## config.mk

```make
export PLATFORM = sky130hd
export DESIGN_NAME = oaht_ctrl
export DESIGN_NICKNAME = d
export VERILOG_FILES = /design/src/rtl/oaht_pkg.sv /design/src/rtl/oaht_ctrl.sv
export SDC_FILE = /design/constraint.sdc
export NUM_CORES = 1
export LEC_CHECK = 0
export BUFFER_PORTS_ARGS = -buffer_cell sky130_fd_sc_hd__buf_2
export CORE_MARGIN = 5
export CORE_UTILIZATION = 48
export DETAILED_ROUTE_END_ITERATION = 12
export PLACE_DENSITY = 0.92
export SYNTH_ARGS = -nofsm -noshare
export SYNTH_HDL_FRONTEND = slang
export SYNTH_SLANG_ARGS = --single-unit
export TNS_END_PERCENT = 20
```

## constraint.sdc

```tcl
create_clock -name clock -period 2.85 [get_ports clock]
set_input_delay 0.4275 -clock clock [delete_from_list [all_inputs] [get_ports clock]]
set_output_delay 0.4275 -clock clock [all_outputs]
set_load 0.05 [all_outputs]
```

## src/rtl/oaht_pkg.sv

```systemverilog
// Package for the open-address hash table: payload and control structs, codes and constants.
// Used by every module of the block; depends on nothing.
package oaht_pkg;

   localparam int MAX_SLOTS_DEFAULT = 1024;
   localparam int KEY_BYTES = 8;
   localparam int KEY_W = 64;
   localparam int VAL_W = 32;
   localparam int HASH_W = 32;
   localparam int INIT_SIZE_W = 11;
   localparam int THRESH_W = 9;
   localparam int CSR_DATA_W = 11;

   localparam logic [INIT_SIZE_W-1:0] INIT_SIZE_RESET = 11'd10;
   localparam logic [THRESH_W-1:0] THRESH_RESET = 9'd192;

   localparam logic [0:0] CSR_INIT_SIZE = 1'b0;
   localparam logic [0:0] CSR_THRESHOLD = 1'b1;

   localparam logic [1:0] OP_INSERT = 2'd0;
   localparam logic [1:0] OP_DELETE = 2'd1;
   localparam logic [1:0] OP_SEARCH = 2'd2;
   localparam logic [1:0] OP_NOP = 2'd3;

   localparam logic [1:0] STS_OK = 2'd0;
   localparam logic [1:0] STS_ABSENT = 2'd1;
   localparam logic [1:0] STS_FULL = 2'd2;

   localparam logic [1:0] SLOT_EMPTY = 2'd0;
   localparam logic [1:0] SLOT_LIVE = 2'd1;
   localparam logic [1:0] SLOT_TOMB = 2'd2;

   localparam logic [VAL_W-1:0] MISS_VALUE = 32'hFFFF_FFFF;

   localparam logic [3:0] MEM_NONE = 4'd0;
   localparam logic [3:0] MEM_CLR = 4'd1;
   localparam logic [3:0] MEM_PROBE_RD = 4'd2;
   localparam logic [3:0] MEM_RH_CLR = 4'd3;
   localparam logic [3:0] MEM_RH_RD_OLD = 4'd4;
   localparam logic [3:0] MEM_RH_RD_NEW = 4'd5;
   localparam logic [3:0] MEM_RH_PUT = 4'd6;
   localparam logic [3:0] MEM_INS_HIT = 4'd7;
   localparam logic [3:0] MEM_INS_NEW = 4'd8;
   localparam logic [3:0] MEM_DEL = 4'd9;

   typedef struct packed {
      logic [1:0] opcode;
      logic [KEY_W-1:0] key;
      logic signed [VAL_W-1:0] value;
   } req_type;

   typedef struct packed {
      logic signed [VAL_W-1:0] result_value;
      logic [1:0] status;
   } rsp_type;

   typedef struct packed {
      logic accept;
      logic div_start;
      logic div_rh;
      logic walk_init;
      logic probe_step;
      logic rh_begin;
      logic rh_latch;
      logic rh_next;
      logic rh_init_idx;
      logic rh_step;
      logic commit;
      logic count_inc;
      logic count_dec;
      logic rsp_load;
      logic [3:0] mem_op;
   } cmd_type;

   typedef struct packed {
      logic cfg_clear;
      logic clr_last;
      logic rh_clr_last;
      logic need_double;
      logic div_done;
      logic walk_last;
      logic old_live;
      logic new_empty;
      logic rh_cap;
      logic scan_last;
      logic [1:0] op;
      logic hit_found;
      logic spot_found;
      logic rsp_free;
   } sts_type;

endpackage

```

## src/rtl/oaht_ctrl.sv

```systemverilog
// Controller of the hash table: sequences table clearing, doubling with rehash,
// probe walks, slot updates and the result handoff. Depends on oaht_pkg.
module oaht_ctrl (
   input  logic              clock,
   input  logic              reset,
   input  logic              req_valid,
   output logic              req_ready,
   input  oaht_pkg::sts_type sts,
   output oaht_pkg::cmd_type cmd
);
   import oaht_pkg::*;

   localparam logic [3:0] S_CLEAR = 4'd0;
   localparam logic [3:0] S_IDLE = 4'd1;
   localparam logic [3:0] S_CHECK = 4'd2;
   localparam logic [3:0] S_RH_CLR = 4'd3;
   localparam logic [3:0] S_RH_RD = 4'd4;
   localparam logic [3:0] S_RH_EV = 4'd5;
   localparam logic [3:0] S_RH_DS = 4'd6;
   localparam logic [3:0] S_RH_DIV = 4'd7;
   localparam logic [3:0] S_RH_PRD = 4'd8;
   localparam logic [3:0] S_RH_PEV = 4'd9;
   localparam logic [3:0] S_WALK_DS = 4'd10;
   localparam logic [3:0] S_DIV = 4'd11;
   localparam logic [3:0] S_PRD = 4'd12;
   localparam logic [3:0] S_PEV = 4'd13;
   localparam logic [3:0] S_APPLY = 4'd14;
   localparam logic [3:0] S_RESP = 4'd15;

   logic [3:0] state_ff, state_in;

   assign req_ready = (state_ff == S_IDLE);

   always_comb begin
      cmd = '0;
      cmd.mem_op = MEM_NONE;
      state_in = state_ff;
      case (state_ff)
         S_CLEAR: begin
            cmd.mem_op = MEM_CLR;
            if (sts.clr_last) state_in = S_IDLE;
         end
         S_IDLE: begin
            if (req_valid) begin
               cmd.accept = 1'b1;
               state_in = S_CHECK;
            end
         end
         S_CHECK: begin
            if (sts.op == OP_NOP) begin
               state_in = S_RESP;
            end else if (sts.op == OP_INSERT && sts.need_double) begin
               cmd.rh_begin = 1'b1;
               state_in = S_RH_CLR;
            end else begin
               cmd.div_start = 1'b1;
               state_in = S_DIV;
            end
         end
         S_RH_CLR: begin
            cmd.mem_op = MEM_RH_CLR;
            if (sts.rh_clr_last) state_in = S_RH_RD;
         end
         S_RH_RD: begin
            cmd.mem_op = MEM_RH_RD_OLD;
            state_in = S_RH_EV;
         end
         S_RH_EV: begin
            if (sts.old_live) begin
               cmd.rh_latch = 1'b1;
               state_in = S_RH_DS;
            end else if (sts.scan_last) begin
               cmd.commit = 1'b1;
               state_in = S_WALK_DS;
            end else begin
               cmd.rh_next = 1'b1;
               state_in = S_RH_RD;
            end
         end
         S_RH_DS: begin
            cmd.div_start = 1'b1;
            cmd.div_rh = 1'b1;
            state_in = S_RH_DIV;
         end
         S_RH_DIV: begin
            cmd.div_rh = 1'b1;
            if (sts.div_done) begin
               cmd.rh_init_idx = 1'b1;
               state_in = S_RH_PRD;
            end
         end
         S_RH_PRD: begin
            cmd.mem_op = MEM_RH_RD_NEW;
            state_in = S_RH_PEV;
         end
         S_RH_PEV: begin
            if (sts.new_empty) begin
               cmd.mem_op = MEM_RH_PUT;
               if (sts.scan_last) begin
                  cmd.commit = 1'b1;
                  state_in = S_WALK_DS;
               end else begin
                  cmd.rh_next = 1'b1;
                  state_in = S_RH_RD;
               end
            end else if (sts.rh_cap) begin
               state_in = S_WALK_DS;
            end else begin
               cmd.rh_step = 1'b1;
               state_in = S_RH_PRD;
            end
         end
         S_WALK_DS: begin
            cmd.div_start = 1'b1;
            state_in = S_DIV;
         end
         S_DIV: begin
            if (sts.div_done) begin
               cmd.walk_init = 1'b1;
               state_in = S_PRD;
            end
         end
         S_PRD: begin
            cmd.mem_op = MEM_PROBE_RD;
            state_in = S_PEV;
         end
         S_PEV: begin
            cmd.probe_step = 1'b1;
            if (sts.walk_last) state_in = S_APPLY;
            else state_in = S_PRD;
         end
         S_APPLY: begin
            if (sts.op == OP_INSERT) begin
               if (sts.hit_found) begin
                  cmd.mem_op = MEM_INS_HIT;
               end else if (sts.spot_found) begin
                  cmd.mem_op = MEM_INS_NEW;
                  cmd.count_inc = 1'b1;
               end
            end else if (sts.op == OP_DELETE && sts.hit_found) begin
               cmd.mem_op = MEM_DEL;
               cmd.count_dec = 1'b1;
            end
            state_in = S_RESP;
         end
         S_RESP: begin
            if (sts.rsp_free) begin
               cmd.rsp_load = 1'b1;
               state_in = S_IDLE;
            end
         end
         default: state_in = S_CLEAR;
      endcase
      if (sts.cfg_clear) state_in = S_CLEAR;
   end

   always_ff @(posedge clock) begin
      if (reset) begin
         state_ff <= S_CLEAR;
      end else begin
         state_ff <= state_in;
      end
   end

endmodule

```

== Yosys cells after proc, flatten, opt, wreduce, memory -nomap -nowiden ==
Cells that the tools add are included.

* Bits of input ports: 18
* Bits in registers: 4
* Logic and storage cells: 86
* Output and inout port bits: 19

* Multiplexer cells: 54
* Reduce and logical (&&, ||, !) cells: 8
* Equality and inequality tests: 23

{| class="wikitable"
|+ Operators by type and width
! cell !! number
|-
| one-hot mux 4 bit (16 select lines) || 1
|-
| 2-to-1 mux 4 bit || 15
|-
| == test 4 bit (second input constant) || 8
|-
| 2-to-1 mux 1 bit || 30
|-
| one-hot mux 4 bit (7 select lines) || 1
|-
| == test 4 x 3 -> 1 bit (second input constant) || 4
|-
| != test 2 bit (second input constant) || 6
|-
| == test 4 x 2 -> 1 bit (second input constant) || 2
|-
| 2-to-1 mux 2 bit || 3
|-
| one-hot mux 1 bit (2 select lines) || 3
|-
| AND reduction 6 bit || 1
|-
| OR reduction 2 bit || 3
|-
| == test 4 x 1 -> 1 bit (second input constant) || 1
|-
| logical NOT 4 bit || 1
|-
| 2-to-1 mux 3 bit || 1
|-
| == test 2 x 1 -> 1 bit (second input constant) || 1
|-
| == test 2 bit (second input constant) || 1
|-
| logical AND 1 bit || 2
|-
| logical NOT 2 bit || 1
|}

== Logic depth before layout (Yosys ltp) ==
Gate-level depths: netlist (run 1).

* Word-level depth: 5
* Mapped depth: 6
* Gate-level depth less buffers: 4

== Worst setup path before layout (run 1) ==
Ideal clock, no wire load.

* Path type: register to output
* From: reg state_ff[1]
* To: out cmd[8] (netlist bit)
* Buffers on the path: 1
* Data arrival time: 2.130 ns
* Cell stages (with the launch flop): 4
* Path slack: 0.293 ns
* Data required time: 2.423 ns
* Cells stage by stage: dfxtp_1 > buf_2 > nand2b_1 > nor4_1

{| class="wikitable"
|+ RTL lines
! element !! line !! RTL
|-
| start, declared || oaht_ctrl.sv:30 || <nowiki>logic [3:0] state_ff, state_in;</nowiki>
|-
| start signal, assigned || oaht_ctrl.sv:161 || <nowiki>state_ff <= state_in;</nowiki>
|-
| end, declared || oaht_ctrl.sv:9 || <nowiki>output oaht_pkg::cmd_type cmd</nowiki>
|}

==> metrics.cfg, run 1 <==
[outcome]
status = finished clean

[clocking]
cts_resized = 0
cts-buffers-inserted = 3
postCtsSetupRepairBufs = 0
clk_pin_slew_ps = 40
clockBufferDepth = 2
root_buffer = clkbuf_4
htreeDepth = 1
clk_latency_ps = 230
cts_hold_buf = 0
cts_tree = yes
clock-sinks = 4

[layout]
layout_commonest_cell = buf_2
num-fill-cells = 142
largestRegisters = state_ff x4
nets = 157
final_cell_mix = buf_2 (36), nor2_1 (15), nand2_1 (10), o21ai_0 (8), nor3_1 (6)
top_register = state_ff
diodes = 0
instances_no_fill = 153
drive_gt1_frac = 0.343
design_area_um2 = 885
syn_to_final_growth_pct = 23.8
largest_reg_flops = 4

[grt]
grt_pass1_vias = 794
overflow = 0
grt_usage = 0.166
grt_pass1_wl_um = 3340
grt_max_degree = 20
grt_antenna_before_repair = 0

[placed_design]
gp_congestion = 0.815
place_inst = 150
portBuffers = 36
post_dp_cell_area_um2 = 862
hpwl_um = 1590
dp_slack_ps = 790

[sta]
final-setup-viol-count = 0
fmaxAchievable_mhz = 431
finalSetupTns_ps = 0
fin_skew_ps = 2.29
period_share = 0.814
hold_violations = 0
report.final.slew_viol_count = 0
slew_headroom = 0.618
worstMarginPinSlew_ps = 572
layout_setup_ws_ps = 530
rsz0062_at_grt = false
min_period_ps = 2320

[yosys]
synth.distinct_cells = 41
synthesis.area_um2 = 714
seq_area_frac_synth = 0.112
yosys_warnings = 0
syn_nets = 124
synth_ff_type = dfxtp_1
ys_ff_latch = 4
synth_edf_count = 0
synth-async-reset-ratio = 0
avgSynthCellArea_um2 = 6.74
synth_cells = 106

[worst_setup_path]
setup.worst_path.class = flip-flop to output pin
cp_data_arrival_time_ps = 1890
worstSetupEndpointType = output pin
critPathMaxFanout = 16
crit_slowest_cell = dfxtp_1
startpoint_type = flip-flop
path_cells = nand2_1 > nor3_1 > a31oi_1 > o221ai_1 > buf_2
max_stage_delay_ps = 620
required_ps = 2420

[detailed_routing]
drtAntennaViolNets = 0
num_vias = 884
finalWirelength_um = 1980
wire_per_inst_um = 13.0
dr.pass1.iters = 4
drc = 0
viasPerCell = 5.78
drt_first_iter_violations = 21

[flow_run]
maxCapViolations = 0

[floorplan]
fp.dieW_um = 48.6
num_rows = 14
start_util = 0.491
fp.dieH_um = 48.6
io_pins = 37
design.core.area_um2 = 1450
die-area_um2 = 2360

[min_path]
min_path_type = input pin to flip-flop

[power]
fin_total_pwr_uw = 199
power_leakage_uw = 0.000397
p_per_area_nw_per_um2 = 225
peakVddDrop_mv = 0.177

[cells in the mapped netlist (3+ instances only)]
| library cell | count | area (µm²) |
|---|---|---|
| nor2_1 | 15 | 56.3 |
| nand2_1 | 10 | 37.5 |
| nand2b_1 | 5 | 31.3 |
| o21a_1 | 3 | 22.5 |
| buf_2 | 3 | 15.0 |
| nor2b_1 | 4 | 25.0 |
| dfxtp_1 | 4 | 80.1 |
| nor3b_1 | 3 | 22.5 |
| nor3_1 | 6 | 30.0 |
| inv_1 | 4 | 15.0 |
| o21ai_0 | 8 | 40.0 |
[layer usage]
| metal | track usage | wire [µm] |
|---|---|---|
| met1 | 0.193 | 844 |
| met4 | 0.0673 | 14 |
| met3 | 0.0245 | 114 |
| met5 | 0 | 0 |
| met2 | 0.298 | 1010 |
[kinds of logic (layout without fill, tap and decap cells)]
group,count (synthesis),after routing,synth area share
flip-flops,4,4,0.112
AO/OA/AOI/OAI,30,30,0.336
multiplexers,2,2,0.0368
XOR/XNOR,1,1,0.0123
AND/OR/NAND/NOR,56,56,0.403
buffers and inverters,13,44,0.0998
[per-stage QoR]
| stage | hold slack, ps | util |
|---|---|---|
| 2_1_floorplan | 592 | - |
| 3_3_place_gp | 671 | 0.593 |
| 3_5_place_dp | 685 | 0.593 |
| 4_1_cts | 447 | 0.608 |
| 5_1_grt | 450 | 0.608 |
| 6_report | 456 | 0.608 |
[layout make-up]
cell class              count  area, µm²  area share
multi-input cells          89        563       0.636
repair buffers             36        180       0.204
flip-flops and latches      4       80.1      0.0905
clock buffers               3       22.5      0.0255
well taps                  16       20.0      0.0226
inverters                   5       18.8      0.0212
[power breakdown]
part / switching, µW / internal (µW) / leakage, µW / total (µW)
combinational: 38.4 / 29.0 / 0.000351 / 67.5
clock: 21.5 / 47.0 / 0.0000138 / 68.5
sequential: 5.25 / 57.5 / 0.0000324 / 62.8
total: 65.2 / 134 / 0.000397 / 199
[critical path, delay by kind of cell, from the launching register on]
family          cells  cell delay [ps]
simple gates        2              490
flops               1              620
compound gates      2              260
buf+inv             1              300
[worst paths after layout]
kind | startpoint | end | slack (ps) | depth (start not counted)
max | state_ff[2] | cmd[1] | 530 | 5
min | reset | state_ff[0] | 460 | 3
max reg2reg | state_ff[2] | state_ff[2] | 890 | 4
min reg2reg | state_ff[2] | state_ff[2] | 690 | 2
Note: power is estimated with default switching activity, not from simulation.
==> inputs of run 2 (changes only) <==
--- a/config.mk
+++ b/config.mk
@@ -7,9 +7,9 @@
 export LEC_CHECK = 0
 export BUFFER_PORTS_ARGS = -buffer_cell sky130_fd_sc_hd__buf_2
 export CORE_MARGIN = 5
-export CORE_UTILIZATION = 48
+export CORE_UTILIZATION = 40
 export DETAILED_ROUTE_END_ITERATION = 12
-export PLACE_DENSITY = 0.92
+export PLACE_DENSITY = 0.83
 export SYNTH_ARGS = -nofsm -noshare
 export SYNTH_HDL_FRONTEND = slang
 export SYNTH_SLANG_ARGS = --single-unit
==> constraint.sdc (replaced) <==
create_clock -name clock -period 2.1 [get_ports clock]
set_input_delay 0.315 -clock clock [delete_from_list [all_inputs] [get_ports clock]]
set_output_delay 0.315 -clock clock [all_outputs]
set_load 0.05 [all_outputs]
==> metrics.cfg, run 2 (synthesized netlist as in run 1, its figures left out) <==
[outcome]
status = finished clean  ; unchanged

[clocking]
clock-sinks = 4  ; unchanged
htreeDepth = 1  ; unchanged
cts_tree = yes  ; unchanged
cts-buffers-inserted = 3  ; unchanged
clk_latency_ps = 240  ; was 230 ps
root_buffer = clkbuf_4  ; unchanged
clockBufferDepth = 2  ; unchanged
clk_pin_slew_ps = 40  ; about the same

[min_path]
hp-start = reset  ; unchanged
hold_depth = 3  ; unchanged
min_path_type = input pin to flip-flop  ; unchanged
whs_endpoint = state_ff[0]  ; unchanged

[sta]
hold_violations = 0  ; unchanged
rsz0062_at_grt = false  ; unchanged
period_share = 0.935
finalSetupTns_ps = 0  ; unchanged
final-setup-viol-count = 0  ; unchanged
fmaxAchievable_mhz = 509
slew_headroom = 0.756  ; was 0.618
fin_skew_ps = 5.50  ; was 2.29 ps
layout_setup_ws_ps = 136  ; was 530 ps
report.final.slew_viol_count = 0  ; unchanged
worstMarginPinSlew_ps = 366  ; was 572 ps
min_period_ps = 1960

[power]
p_int_uw = 182  ; was 134 µW
power.switching_uw = 94.1  ; was 65.2 µW
power_leakage_uw = 0.000414  ; was 0.000397 µW
swShare = 0.340  ; was 0.328
p_per_area_nw_per_um2 = 298  ; was 225 nW/µm²
p_seq_frac = 0.306  ; was 0.316
power_frac_clock = 0.356  ; was 0.345
combPwrFrac = 0.339  ; was 0.340
peakVddDrop_mv = 0.172  ; was 0.177 mV

[flow_run]
maxCapViolations = 0  ; unchanged

[layout]
diodes = 0  ; unchanged
postLayoutCoreUtil = 0.543  ; was 0.608
final_cell_mix = buf_2 (36), nor2_1 (15), nand2_1 (10), o21ai_0 (8), nor3_1 (6)  ; unchanged
largestRegisters = state_ff x4  ; unchanged
num-fill-cells = 159  ; was 142
drive_gt1_frac = 0.379  ; was 0.343
syn_to_final_growth_pct = 29.8  ; was 23.8%
nets = 160  ; was 157
largest_reg_flops = 4  ; unchanged
layout_commonest_cell = buf_2  ; unchanged
top_register = state_ff  ; unchanged
design_area_um2 = 927  ; was 885 µm²

[floorplan]
fp.dieH_um = 52.3  ; was 48.6 µm
die-area_um2 = 2730  ; was 2360 µm²
design.core.area_um2 = 1710  ; was 1450 µm²
io_pins = 37  ; unchanged
start_util = 0.418  ; was 0.491
fp.dieW_um = 52.3  ; was 48.6 µm
num_rows = 15  ; was 14

[grt]
grt_pass1_wl_um = 3270  ; was 3340 µm
grt_usage = 0.152  ; was 0.166
grt_max_degree = 20  ; unchanged
grt_pass1_vias = 827  ; was 794
grt_antenna_before_repair = 0  ; unchanged
overflow = 0  ; unchanged

[worst_setup_path]
critPathMaxFanout = 8  ; was 16
reg2reg_depth = 5  ; was 4
r2r_end = state_ff[2]  ; unchanged
required_ps = 1780  ; was 2420 ps
startpoint_type = flip-flop  ; unchanged
r2r_slack_ps = 360  ; was 890 ps
cp_data_arrival_time_ps = 1650  ; was 1890 ps
setup.worst_path.class = flip-flop to output pin  ; unchanged
rr_startpoint = state_ff[1]  ; was state_ff[2]
worstSetupEndpointType = output pin  ; unchanged

[placed_design]
gp_congestion = 0.799  ; was 0.815
post_dp_cell_area_um2 = 902  ; was 862 µm²
dp_slack_ps = 237  ; was 790 ps
portBuffers = 36  ; unchanged
hpwl_um = 1630  ; was 1590 µm

[detailed_routing]
wire_per_inst_um = 12.6  ; was 13.0 µm
dr.pass1.iters = 4  ; unchanged
num_vias = 883  ; was 884
finalWirelength_um = 2080  ; was 1980 µm
drtAntennaViolNets = 0  ; unchanged
drc = 0  ; unchanged
drt_first_iter_violations = 22  ; was 21
viasPerCell = 5.35  ; was 5.78

## run 2: worst max-delay path by stage
| stage | startpoint | endpoint | depth (start not counted) |
|---|---|---|---|
| floorplan | state_ff[2] | cmd[17] | 5 |
| global placement | state_ff[0] | cmd[1] | 5 |
| detailed placement | state_ff[0] | cmd[2] | 5 |
| CTS | state_ff[2] | cmd[3] | 4 |
| global route | state_ff[1] | cmd[3] | 4 |
| finish | state_ff[1] | cmd[3] | 4 |
## run 2: area by class of cell
class | instances | area, µm² | share of cell area
Tap cell | 25 | 31.3 | 0.0337
Timing Repair Buffer | 39 | 203 | 0.219
Sequential cell | 4 | 82.6 | 0.0891
Clock buffer | 3 | 22.5 | 0.0243
Inverter | 5 | 18.8 | 0.0202
Multi-Input combinational cell | 89 | 569 | 0.614
## run 2: repair_timing
item | 4_1_cts | 5_1_grt
setup buffers | 0 | 0
endpoints found under the setup margin | 2 | 5
resized for setup | 1 | 1
hold buffers | 0 | 0
pin swaps | 0 | 0
## run 2: per-layer routing
layer / part of all wire / global-route usage
met1: 0.42 / 0.177
met2: 0.51 / 0.289
met4: 0 / 0.0383
met3: 0.071 / 0.0171
met5: 0 / 0
## run 2: per-stage QoR
stage                     instances  hold slack [ps]  total power, µW
after floorplan                 106              480              145
after global placement          162              579              177
after detailed placement        162              582              178
after CTS                       165              323              279
after global routing            165              342              294
final                           165              325              276
## run 2: worst max-delay path, stage by stage (launching register included)
cell	delay, ps
dfxtp_1	490
nand2b_1	160
or3_1	350
a21oi_1	130
buf_2	280
## run 2: power by group through the flow
stage	Combinational, µW	Sequential [µW]	Clock (µW)
2_1_floorplan	65.2	79.5	0
3_3_place_gp	91.4	85.1	0
3_5_place_dp	92.8	85.4	0
4_1_cts	93.3	84.4	102
5_1_grt	102	85.0	107
6_report	93.6	84.6	98.3
